**config.mk**
```make
export PLATFORM = sky130hd
export DESIGN_NAME = range_rule_automaton_unit_flat
export DESIGN_NICKNAME = d
export VERILOG_FILES = /design/src/rtl/rra_pkg.sv /design/src/rtl/rra_if.sv /design/src/rtl/rra_ram.sv /design/src/rtl/range_rule_automaton_unit.sv /design/src/flat_wrapper.sv
export SDC_FILE = /design/constraint.sdc
export NUM_CORES = 2
export LEC_CHECK = 0
export BUFFER_PORTS_ARGS = -buffer_cell sky130_fd_sc_hd__buf_2
export CAP_MARGIN = 20
export CORE_ASPECT_RATIO = 0.6
export CORE_MARGIN = 10
export CORE_UTILIZATION = 63
export DETAILED_ROUTE_END_ITERATION = 10
export PLACE_DENSITY = 0.79
export SLEW_MARGIN = 25
export SYNTH_ARGS = -nofsm -noshare
export SYNTH_HDL_FRONTEND = slang
export SYNTH_SLANG_ARGS = --single-unit
```
**constraint.sdc**
```tcl
create_clock -name clk -period 6.9 [get_ports clk]
set_clock_uncertainty 0.05 [all_clocks]
set_input_delay 1.38 -clock clk [delete_from_list [all_inputs] [get_ports clk]]
set_output_delay 1.38 -clock clk [all_outputs]
set_load 0.02 [all_outputs]
```
**src/rtl/rra_pkg.sv**
```systemverilog
// ----------------------------------------------------------------------------
// rra_pkg: shared types and constants of the range rule automaton
// Operation codes, field widths and the packed layout of one rule entry.
// ----------------------------------------------------------------------------
package rra_pkg;

  localparam int OP_W    = 3;
  localparam int STATE_W = 4;
  localparam int SYM_W   = 8;
  localparam int LEN_W   = 9;
  localparam int IDX_W   = 8;

  localparam logic [OP_W-1:0] OP_PUSH    = 3'd0;
  localparam logic [OP_W-1:0] OP_ADD     = 3'd1;
  localparam logic [OP_W-1:0] OP_RESTART = 3'd2;
  localparam logic [OP_W-1:0] OP_CLEAR   = 3'd3;
  localparam logic [OP_W-1:0] OP_READ    = 3'd4;

  localparam logic [STATE_W-1:0] BEGIN_STATE = 4'd0;

  typedef logic [OP_W-1:0]    op_t;
  typedef logic [STATE_W-1:0] state_idx_t;
  typedef logic [SYM_W-1:0]   sym_t;
  typedef logic [LEN_W-1:0]   len_t;
  typedef logic [IDX_W-1:0]   idx_t;

  // One entry of the rule table, 25 bits.
  typedef struct packed {
    state_idx_t from_st;
    sym_t       low;
    sym_t       high;
    state_idx_t to_st;
    logic       acc;
  } rule_t;

  localparam int RULE_W = $bits(rule_t);

endpackage

```
**src/rtl/rra_if.sv**
```systemverilog
// ----------------------------------------------------------------------------
// rra_in_if / rra_out_if: transaction channels of the range rule automaton
// Valid/ready channels that carry one command or one result per transaction.
// ----------------------------------------------------------------------------
interface rra_in_if;
  logic                valid;
  logic                ready;
  rra_pkg::op_t        operation;
  rra_pkg::sym_t       symbol;
  rra_pkg::state_idx_t rule_from;
  rra_pkg::sym_t       rule_low;
  rra_pkg::sym_t       rule_high;
  rra_pkg::state_idx_t rule_to;
  logic                rule_accepting;
  rra_pkg::idx_t       read_index;

  modport source (
    output valid, operation, symbol, rule_from, rule_low, rule_high, rule_to,
           rule_accepting, read_index,
    input  ready
  );
  modport sink (
    input  valid, operation, symbol, rule_from, rule_low, rule_high, rule_to,
           rule_accepting, read_index,
    output ready
  );
endinterface

interface rra_out_if;
  logic                valid;
  logic                ready;
  logic                taken;
  rra_pkg::state_idx_t current_state;
  logic                accepting;
  rra_pkg::len_t       token_length;
  rra_pkg::sym_t       read_byte;
  logic                overflow;

  modport source (
    output valid, taken, current_state, accepting, token_length, read_byte,
           overflow,
    input  ready
  );
  modport sink (
    input  valid, taken, current_state, accepting, token_length, read_byte,
           overflow,
    output ready
  );
endinterface

```
**src/rtl/rra_ram.sv**
```systemverilog
// ----------------------------------------------------------------------------
// rra_ram: generic single-write, single-read memory
// One write port and one read port, with the read data registered.
// ----------------------------------------------------------------------------
module rra_ram #(
  parameter int WIDTH = 8,
  parameter int DEPTH = 16
) (
  input  logic                                   clk,
  input  logic                                   wr_en,
  input  logic [(DEPTH > 1 ? $clog2(DEPTH) : 1)-1:0] wr_addr,
  input  logic [WIDTH-1:0]                       wr_data,
  input  logic [(DEPTH > 1 ? $clog2(DEPTH) : 1)-1:0] rd_addr,
  output logic [WIDTH-1:0]                       rd_data
);

  logic [WIDTH-1:0] mem [DEPTH];

  always_ff @(posedge clk) begin
    if (wr_en) begin
      mem[wr_addr] <= wr_data;
    end
    rd_data <= mem[rd_addr];
  end

endmodule

```
**src/rtl/range_rule_automaton_unit.sv**
```systemverilog
// ----------------------------------------------------------------------------
// range_rule_automaton_unit: programmable automaton with byte range rules
// Rules are loaded in order; a pushed byte fires the first matching rule,
// moves the state and appends the byte to the token buffer if not full; a miss empties it.
// ----------------------------------------------------------------------------
//
//   Channel  Direction  Contents
//   in_ch    sink       operation, symbol, new rule fields, read index
//   out_ch   source     taken, state, accepting mark, token length, byte, overflow
//
// A push with an empty table goes straight to the final step; else it scans the
// rules in load order up to the first matching rule (or to the last rule on a
// miss): one shared range comparator checks one rule per cycle out of the
// rule RAM. A read within the token length passes through a step that waits
// on the token RAM; every other command, a read past the end included, goes
// straight to the final step. The result register frees in_ch once it is loaded;
// a stalled out_ch holds the next result in the final step. Reset is synchronous and needs no pass.
module range_rule_automaton_unit #(
  parameter int NUM_STATES = 16,
  parameter int MAX_RULES  = 32,
  parameter int MAX_TOKEN  = 256
) (
  input  logic       clk,
  input  logic       rst_n,
  rra_in_if.sink     in_ch,
  rra_out_if.source  out_ch
);

  localparam int RAW  = (MAX_RULES > 1) ? $clog2(MAX_RULES) : 1;
  localparam int RCW  = $clog2(MAX_RULES + 1);
  localparam int TAW  = (MAX_TOKEN > 1) ? $clog2(MAX_TOKEN) : 1;
  localparam int TCW  = $clog2(MAX_TOKEN + 1);
  localparam int XW   = (TCW > rra_pkg::IDX_W) ? TCW : rra_pkg::IDX_W;
  localparam int LW   = (TCW > rra_pkg::LEN_W) ? TCW : rra_pkg::LEN_W;
  localparam logic [4:0] NS_MOD = (NUM_STATES >= 16) ? 5'd16 : 5'(NUM_STATES);

  localparam logic [1:0] ST_IDLE = 2'd0;
  localparam logic [1:0] ST_SCAN = 2'd1;
  localparam logic [1:0] ST_READ = 2'd2;
  localparam logic [1:0] ST_DONE = 2'd3;

  // State indices fold into the state count by repeated subtraction.
  function automatic rra_pkg::state_idx_t st_mod(input rra_pkg::state_idx_t x);
    logic [4:0] v;
    v = {1'b0, x};
    for (int k = 0; k < 8; k++) begin
      if (v >= NS_MOD) begin
        v = v - NS_MOD;
      end
    end
    return v[3:0];
  endfunction

  logic [1:0]          fsm_r, fsm_nxt;
  logic [RAW-1:0]      idx_r, idx_nxt;
  logic [RCW-1:0]      rule_cnt_r, rule_cnt_nxt;
  logic [TCW-1:0]      tok_cnt_r, tok_cnt_nxt;
  rra_pkg::state_idx_t cur_st_r, cur_st_nxt;
  logic                acc_r, acc_nxt;
  rra_pkg::sym_t       sym_r, sym_nxt;
  logic                res_taken_r, res_taken_nxt;
  rra_pkg::sym_t       res_rbyte_r, res_rbyte_nxt;
  logic                res_ovf_r, res_ovf_nxt;

  logic                out_valid_r, out_valid_nxt;
  logic                out_taken_r, out_taken_nxt;
  rra_pkg::state_idx_t out_st_r, out_st_nxt;
  logic                out_acc_r, out_acc_nxt;
  rra_pkg::len_t       out_len_r, out_len_nxt;
  rra_pkg::sym_t       out_rbyte_r, out_rbyte_nxt;
  logic                out_ovf_r, out_ovf_nxt;

  logic                rule_we;
  logic [RAW-1:0]      rule_waddr;
  rra_pkg::rule_t      rule_wdata;
  logic [RAW-1:0]      rule_raddr;
  rra_pkg::rule_t      rule_rdata;

  logic                tok_we;
  logic [TAW-1:0]      tok_waddr;
  logic [TAW-1:0]      tok_raddr;
  rra_pkg::sym_t       tok_rdata;

  logic                accept;
  logic                rule_hit;
  logic [RCW-1:0]      idx_inc;
  logic [XW-1:0]       rd_idx_ext;
  logic [LW-1:0]       len_ext;

  rra_ram #(.WIDTH(rra_pkg::RULE_W), .DEPTH(MAX_RULES)) u_rule_ram (
    .clk     (clk),
    .wr_en   (rule_we),
    .wr_addr (rule_waddr),
    .wr_data (rule_wdata),
    .rd_addr (rule_raddr),
    .rd_data (rule_rdata)
  );

  rra_ram #(.WIDTH(rra_pkg::SYM_W), .DEPTH(MAX_TOKEN)) u_tok_ram (
    .clk     (clk),
    .wr_en   (tok_we),
    .wr_addr (tok_waddr),
    .wr_data (sym_r),
    .rd_addr (tok_raddr),
    .rd_data (tok_rdata)
  );

  assign in_ch.ready = (fsm_r == ST_IDLE);
  assign accept      = in_ch.valid && (fsm_r == ST_IDLE);

  // The rule RAM is read one entry ahead of the comparator.
  assign idx_inc    = RCW'(idx_r) + RCW'(1);
  assign rule_raddr = (fsm_r == ST_IDLE) ? '0 : idx_inc[RAW-1:0];
  assign rule_hit   = (rule_rdata.from_st == cur_st_r) &&
                      (sym_r >= rule_rdata.low) && (sym_r <= rule_rdata.high);

  assign rd_idx_ext = XW'(in_ch.read_index);
  assign tok_raddr  = rd_idx_ext[TAW-1:0];
  assign tok_waddr  = tok_cnt_r[TAW-1:0];
  assign len_ext    = LW'(tok_cnt_r);

  always_comb begin
    fsm_nxt       = fsm_r;
    idx_nxt       = idx_r;
    rule_cnt_nxt  = rule_cnt_r;
    tok_cnt_nxt   = tok_cnt_r;
    cur_st_nxt    = cur_st_r;
    acc_nxt       = acc_r;
    sym_nxt       = sym_r;
    res_taken_nxt = res_taken_r;
    res_rbyte_nxt = res_rbyte_r;
    res_ovf_nxt   = res_ovf_r;
    rule_we       = 1'b0;
    rule_waddr    = rule_cnt_r[RAW-1:0];
    rule_wdata    = '{from_st: st_mod(in_ch.rule_from), low: in_ch.rule_low,
                      high: in_ch.rule_high, to_st: st_mod(in_ch.rule_to),
                      acc: in_ch.rule_accepting};
    tok_we        = 1'b0;

    case (fsm_r)
      ST_IDLE: begin
        if (accept) begin
          res_taken_nxt = 1'b0;
          res_rbyte_nxt = '0;
          res_ovf_nxt   = 1'b0;
          fsm_nxt       = ST_DONE;
          case (in_ch.operation)
            rra_pkg::OP_PUSH: begin
              sym_nxt = in_ch.symbol;
              idx_nxt = '0;
              if (rule_cnt_r == '0) begin
                tok_cnt_nxt = '0;
              end else begin
                fsm_nxt = ST_SCAN;
              end
            end
            rra_pkg::OP_ADD: begin
              if (rule_cnt_r < RCW'(MAX_RULES)) begin
                rule_we      = 1'b1;
                rule_cnt_nxt = rule_cnt_r + RCW'(1);
              end else begin
                res_ovf_nxt = 1'b1;
              end
            end
            rra_pkg::OP_RESTART: begin
              cur_st_nxt  = rra_pkg::BEGIN_STATE;
              acc_nxt     = 1'b0;
              tok_cnt_nxt = '0;
            end
            rra_pkg::OP_CLEAR: begin
              cur_st_nxt   = rra_pkg::BEGIN_STATE;
              acc_nxt      = 1'b0;
              tok_cnt_nxt  = '0;
              rule_cnt_nxt = '0;
            end
            rra_pkg::OP_READ: begin
              if (rd_idx_ext < XW'(tok_cnt_r)) begin
                fsm_nxt = ST_READ;
              end
            end
            default: begin
            end
          endcase
        end
      end
      ST_SCAN: begin
        if (rule_hit) begin
          cur_st_nxt    = rule_rdata.to_st;
          acc_nxt       = rule_rdata.acc;
          res_taken_nxt = 1'b1;
          if (tok_cnt_r < TCW'(MAX_TOKEN)) begin
            tok_we      = 1'b1;
            tok_cnt_nxt = tok_cnt_r + TCW'(1);
          end else begin
            res_ovf_nxt = 1'b1;
          end
          fsm_nxt = ST_DONE;
        end else if (idx_inc == rule_cnt_r) begin
          tok_cnt_nxt = '0;
          fsm_nxt     = ST_DONE;
        end else begin
          idx_nxt = idx_inc[RAW-1:0];
        end
      end
      ST_READ: begin
        res_rbyte_nxt = tok_rdata;
        fsm_nxt       = ST_DONE;
      end
      ST_DONE: begin
        if (!out_valid_r || out_ch.ready) begin
          fsm_nxt = ST_IDLE;
        end
      end
      default: begin
        fsm_nxt = ST_IDLE;
      end
    endcase
  end

  always_comb begin
    out_valid_nxt = out_valid_r && !out_ch.ready;
    out_taken_nxt = out_taken_r;
    out_st_nxt    = out_st_r;
    out_acc_nxt   = out_acc_r;
    out_len_nxt   = out_len_r;
    out_rbyte_nxt = out_rbyte_r;
    out_ovf_nxt   = out_ovf_r;
    if ((fsm_r == ST_DONE) && (!out_valid_r || out_ch.ready)) begin
      out_valid_nxt = 1'b1;
      out_taken_nxt = res_taken_r;
      out_st_nxt    = cur_st_r;
      out_acc_nxt   = acc_r;
      out_len_nxt   = len_ext[rra_pkg::LEN_W-1:0];
      out_rbyte_nxt = res_rbyte_r;
      out_ovf_nxt   = res_ovf_r;
    end
  end

  always_ff @(posedge clk) begin
    if (!rst_n) begin
      fsm_r       <= ST_IDLE;
      rule_cnt_r  <= '0;
      tok_cnt_r   <= '0;
      cur_st_r    <= rra_pkg::BEGIN_STATE;
      acc_r       <= 1'b0;
      out_valid_r <= 1'b0;
    end else begin
      fsm_r       <= fsm_nxt;
      rule_cnt_r  <= rule_cnt_nxt;
      tok_cnt_r   <= tok_cnt_nxt;
      cur_st_r    <= cur_st_nxt;
      acc_r       <= acc_nxt;
      out_valid_r <= out_valid_nxt;
    end
  end

  always_ff @(posedge clk) begin
    idx_r       <= idx_nxt;
    sym_r       <= sym_nxt;
    res_taken_r <= res_taken_nxt;
    res_rbyte_r <= res_rbyte_nxt;
    res_ovf_r   <= res_ovf_nxt;
    out_taken_r <= out_taken_nxt;
    out_st_r    <= out_st_nxt;
    out_acc_r   <= out_acc_nxt;
    out_len_r   <= out_len_nxt;
    out_rbyte_r <= out_rbyte_nxt;
    out_ovf_r   <= out_ovf_nxt;
  end

  assign out_ch.valid         = out_valid_r;
  assign out_ch.taken         = out_taken_r;
  assign out_ch.current_state = out_st_r;
  assign out_ch.accepting     = out_acc_r;
  assign out_ch.token_length  = out_len_r;
  assign out_ch.read_byte     = out_rbyte_r;
  assign out_ch.overflow      = out_ovf_r;

endmodule

```
**src/flat_wrapper.sv**
```systemverilog
// flat-port wrapper written by rule: the top's interface ports become plain ports
module range_rule_automaton_unit_flat 
#(
  parameter int NUM_STATES = 16,
  parameter int MAX_RULES  = 32,
  parameter int MAX_TOKEN  = 256
)
  (clk, rst_n, in_ch_valid, in_ch_operation, in_ch_symbol, in_ch_rule_from, in_ch_rule_low, in_ch_rule_high, in_ch_rule_to, in_ch_rule_accepting, in_ch_read_index, in_ch_ready, out_ch_valid, out_ch_taken, out_ch_current_state, out_ch_accepting, out_ch_token_length, out_ch_read_byte, out_ch_overflow, out_ch_ready);
  rra_in_if in_ch_i ();
  rra_out_if out_ch_i ();
  input  logic clk;
  input  logic rst_n;
  input wire logic [$bits(in_ch_i.valid)-1:0] in_ch_valid;
  input wire logic [$bits(in_ch_i.operation)-1:0] in_ch_operation;
  input wire logic [$bits(in_ch_i.symbol)-1:0] in_ch_symbol;
  input wire logic [$bits(in_ch_i.rule_from)-1:0] in_ch_rule_from;
  input wire logic [$bits(in_ch_i.rule_low)-1:0] in_ch_rule_low;
  input wire logic [$bits(in_ch_i.rule_high)-1:0] in_ch_rule_high;
  input wire logic [$bits(in_ch_i.rule_to)-1:0] in_ch_rule_to;
  input wire logic [$bits(in_ch_i.rule_accepting)-1:0] in_ch_rule_accepting;
  input wire logic [$bits(in_ch_i.read_index)-1:0] in_ch_read_index;
  output wire logic [$bits(in_ch_i.ready)-1:0] in_ch_ready;
  output wire logic [$bits(out_ch_i.valid)-1:0] out_ch_valid;
  output wire logic [$bits(out_ch_i.taken)-1:0] out_ch_taken;
  output wire logic [$bits(out_ch_i.current_state)-1:0] out_ch_current_state;
  output wire logic [$bits(out_ch_i.accepting)-1:0] out_ch_accepting;
  output wire logic [$bits(out_ch_i.token_length)-1:0] out_ch_token_length;
  output wire logic [$bits(out_ch_i.read_byte)-1:0] out_ch_read_byte;
  output wire logic [$bits(out_ch_i.overflow)-1:0] out_ch_overflow;
  input wire logic [$bits(out_ch_i.ready)-1:0] out_ch_ready;
  assign in_ch_i.valid = in_ch_valid;
  assign in_ch_i.operation = in_ch_operation;
  assign in_ch_i.symbol = in_ch_symbol;
  assign in_ch_i.rule_from = in_ch_rule_from;
  assign in_ch_i.rule_low = in_ch_rule_low;
  assign in_ch_i.rule_high = in_ch_rule_high;
  assign in_ch_i.rule_to = in_ch_rule_to;
  assign in_ch_i.rule_accepting = in_ch_rule_accepting;
  assign in_ch_i.read_index = in_ch_read_index;
  assign in_ch_ready = in_ch_i.ready;
  assign out_ch_valid = out_ch_i.valid;
  assign out_ch_taken = out_ch_i.taken;
  assign out_ch_current_state = out_ch_i.current_state;
  assign out_ch_accepting = out_ch_i.accepting;
  assign out_ch_token_length = out_ch_i.token_length;
  assign out_ch_read_byte = out_ch_i.read_byte;
  assign out_ch_overflow = out_ch_i.overflow;
  assign out_ch_i.ready = out_ch_ready;
  range_rule_automaton_unit #(.NUM_STATES(NUM_STATES), .MAX_RULES(MAX_RULES), .MAX_TOKEN(MAX_TOKEN)) u_core (.clk(clk), .rst_n(rst_n), .in_ch(in_ch_i), .out_ch(out_ch_i));
endmodule
```
==> summary.txt <==
Final worst setup slack - 1.67 ns
Worst r2r src - u_core.sym_r[7]
Initial DRC count - 11,573
Sum Neg Setup Slack - 0 ns
Syn avg cell area - 18.4 sq um
Initial core utilization - 63.4%
Fin. max-slew vios - 0
Syn Nets - 6,315
Wire length on met1 - 118,000 microns
Worst Max-Slew Pin Slew - 1.14 ns
Top post-synthesis cells by count - 2,895 x edfxtp_1, 665 x nand2_1, 450 x mux4_2
Area contributors post-synth - edfxtp_1 76%, mux4_2 8.8%, nand2_1 2.2%
Routed wire length - 315,000 microns
Wire length per cell - 35.3 microns
Post-CTS Setup Bufs - 0
Unrepaired setup endpoints after global routing - no
Final hold vios - 0
Worst Hold End - u_core.out_ch.read_byte[6]
Post-route insts no fill - 8,929
Number of buffers created by CTS - 246
ANT nets after route - 0
Met3 routed WL - 56,300 microns
Critical R2R Capture - u_core.u_tok_ram.mem[31][3]
Min-Delay Path Depth - 0
H-tree depth - 4
Met2 routed WL - 129,000 microns
Critical Path Start Type - flop
Share of layout cells above drive strength 1 - 16.8%
Leak pwr - 0.0396 uW
MaxCap Viol Count - 0
Largest area contributor in the netlist - edfxtp_1
Die area - 0.200 sq mm
Setup slack at placement - 1.36 ns
Largest net degree at the start of global routing - 189
Most frequent cell after synthesis - edfxtp_1
Unique masters post-synth - 65
Drt drc - 0
Clk_lat worst skew - 0.90 ns
Crit path DAT - 5.68 ns
Setup crit end kind - flop
Critical Path RT - 7.35 ns
Cell count of the worst reg-to-reg path - 9
Number of global-route vias before repair - 60,906
Routability Congestion - 0.952
Nets - 6,375
YS warnings - 0
Post-Synthesis Cell Area - 0.115 sq mm
Via/cell ratio - 7.22
Worst hold margin - 0.375 ns
Die W - 571 microns
Setup-failing EPs final - 0
Async S/R FF share, synth - 0%
Hold Path Class - flop to flop
GRT Total Usage - 31.0%
Area grow syn2layout - 10.1%
R2R setup slack - 1.67 ns
Final instance area - 0.126 sq mm
Mapped Cells - 6,231
Core ar. - 0.181 sq mm
Post-layout min period - 5.23 ns
Post-CTS Hold Fix Bufs - 0
Final global-route overflow total - 0
Clock Sinks - 2,951
Final Cycle Share - 75.8%
Cell Rows - 121
Root buffer cell - clkbuf_16
Crit path kind - flop to flop
Initial antenna violation count - 24
I/O Buffers - 73
Ports - 74
EDFF count, synth - 2,895
Worst rel slew slack - 23.5%
Highest layer used for signal routing - met5
Drt first pass iters - 8
Prevailing post-synth register cell - edfxtp_1
# resized after CTS - 0
Clock transition at path regs - 0.07 ns
Post-placement cell count - 8,438
Power per Cell Area - 309 mW/mm^2
Yosys top cell area share - 75.7%
Vias - 64,433
Outcome - finished, final reports clean
Worst-path fanout max - 48
Die span in y - 351 microns
First-pass GRT wire length - 447,000 microns
CTS max path bufs - 4
Worst VDD drop - 0.000623 V
Hold Crit Start - u_core.res_rbyte_r[6]
CTS tree - yes
Synthesized flop and latch total - 2,951
Fmax achieved - 191 MHz
HPWL after DPL - 190,000 microns
Register area share after synthesis - 76.7%
Post-placement cell area - 0.118 sq mm
[cells by family after synthesis]
family	synth area share (%)
compound gates	5.14
fa+ha+maj	0.392
simple gates	4.80
mux	11.1
flops	76.7
buf+inv	1.73
xor+xnor	0.130
[worst max path at each step]
| stage | depth (start not counted) | slack, ns | to | startpoint |
|---|---|---|---|---|
| after floorplan | 9 | 0.77 | u_core.u_tok_ram.mem[100][0] | u_core.sym_r[1] |
| after global placement | 9 | 1.0 | u_core.u_tok_ram.rd_data[3] | in_ch_read_index[4] |
| after detailed placement | 10 | 1.36 | u_core.u_tok_ram.rd_data[3] | in_ch_read_index[0] |
| after CTS | 10 | 1.78 | u_core.u_tok_ram.mem[31][1] | u_core.sym_r[7] |
| after global routing | 10 | 1.38 | u_core.u_tok_ram.mem[24][7] | u_core.sym_r[7] |
| final | 9 | 1.67 | u_core.u_tok_ram.mem[31][3] | u_core.sym_r[7] |
[state kept, by name (all words and copies together), names as in the netlist, 2 cells and up]
register                     flops
u_core.cur_st_r                  4
u_core.fsm_r                     2
u_core.idx_r                     5
u_core.len_ext                   9
u_core.out_ch.current_state      4
u_core.out_ch.read_byte          8
u_core.out_ch.token_length       9
u_core.res_rbyte_r               8
u_core.rule_cnt_r                6
u_core.sym_r                     8
u_core.u_rule_ram.mem          800
u_core.u_rule_ram.rd_data       25
u_core.u_tok_ram.mem          2048
u_core.u_tok_ram.rd_data         8
[where the power goes]
part / switching (uW) / internal [uW] / total (uW) / leakage (uW)
clock: 6260 / 7790 / 14000 / 0.00387
sequential: 130 / 19800 / 19900 / 0.0265
combinational: 3550 / 1520 / 5070 / 0.00927
total: 9940 / 29100 / 39000 / 0.0396
[through the flow]
step / util, % / power [uW]
after floorplan: - / 23400
final: 69.7 / 39000
after global routing: 69.7 / 39900
after detailed placement: 65.2 / 25100
after global placement: 65.0 / 25000
after CTS: 69.6 / 38900
[final cells by class]
| cell class | count | area, sq um |
|---|---|---|
| Inverter | 31 | 116 |
| Tap cell | 2398 | 3000 |
| Clock buffer | 318 | 6540 |
| Antenna cell | 39 | 97.6 |
| Sequential cell | 2951 | 88100 |
| Fill cell | 10370 | 54800 |
| Multi-Input combinational cell | 2857 | 25200 |
| Clock inverter | 131 | 1420 |
| Timing Repair Buffer | 204 | 1950 |
[critical path, stage by stage, from the launching register on]
cell,delay [ns]
edfxtp_1,0.46
buf_4,0.33
ha_1,0.41
nand4_1,0.18
o21ai_0,0.36
nand4_1,0.40
nor2_1,0.55
nand3_2,0.74
buf_4,0.57
nor2_1,0.70
[per-layer routing]
metal / global-route usage [%] / vias up
met2: 40.8 / 5669
li1: - / 25303
met3: 14.2 / 812
met4: 9.29 / 40
met5: 1.12 / -
met1: 46.4 / 32609
[cells in the final DEF (no fill, tap or decap), types with 73 or more instances in the layout]
cell	netlist	layout
a211oi_1	153	153
a22oi_1	81	81
a311oi_1	148	148
buf_2	77	73
buf_4	42	90
clkbuf_16	0	249
edfxtp_1	2895	2895
mux2i_1	242	242
mux4_2	450	450
nand2_1	665	663
nand3_1	96	92
nor2_1	325	284
nor2b_1	102	95
o22ai_1	126	126
(Power assumes the default switching activity.)
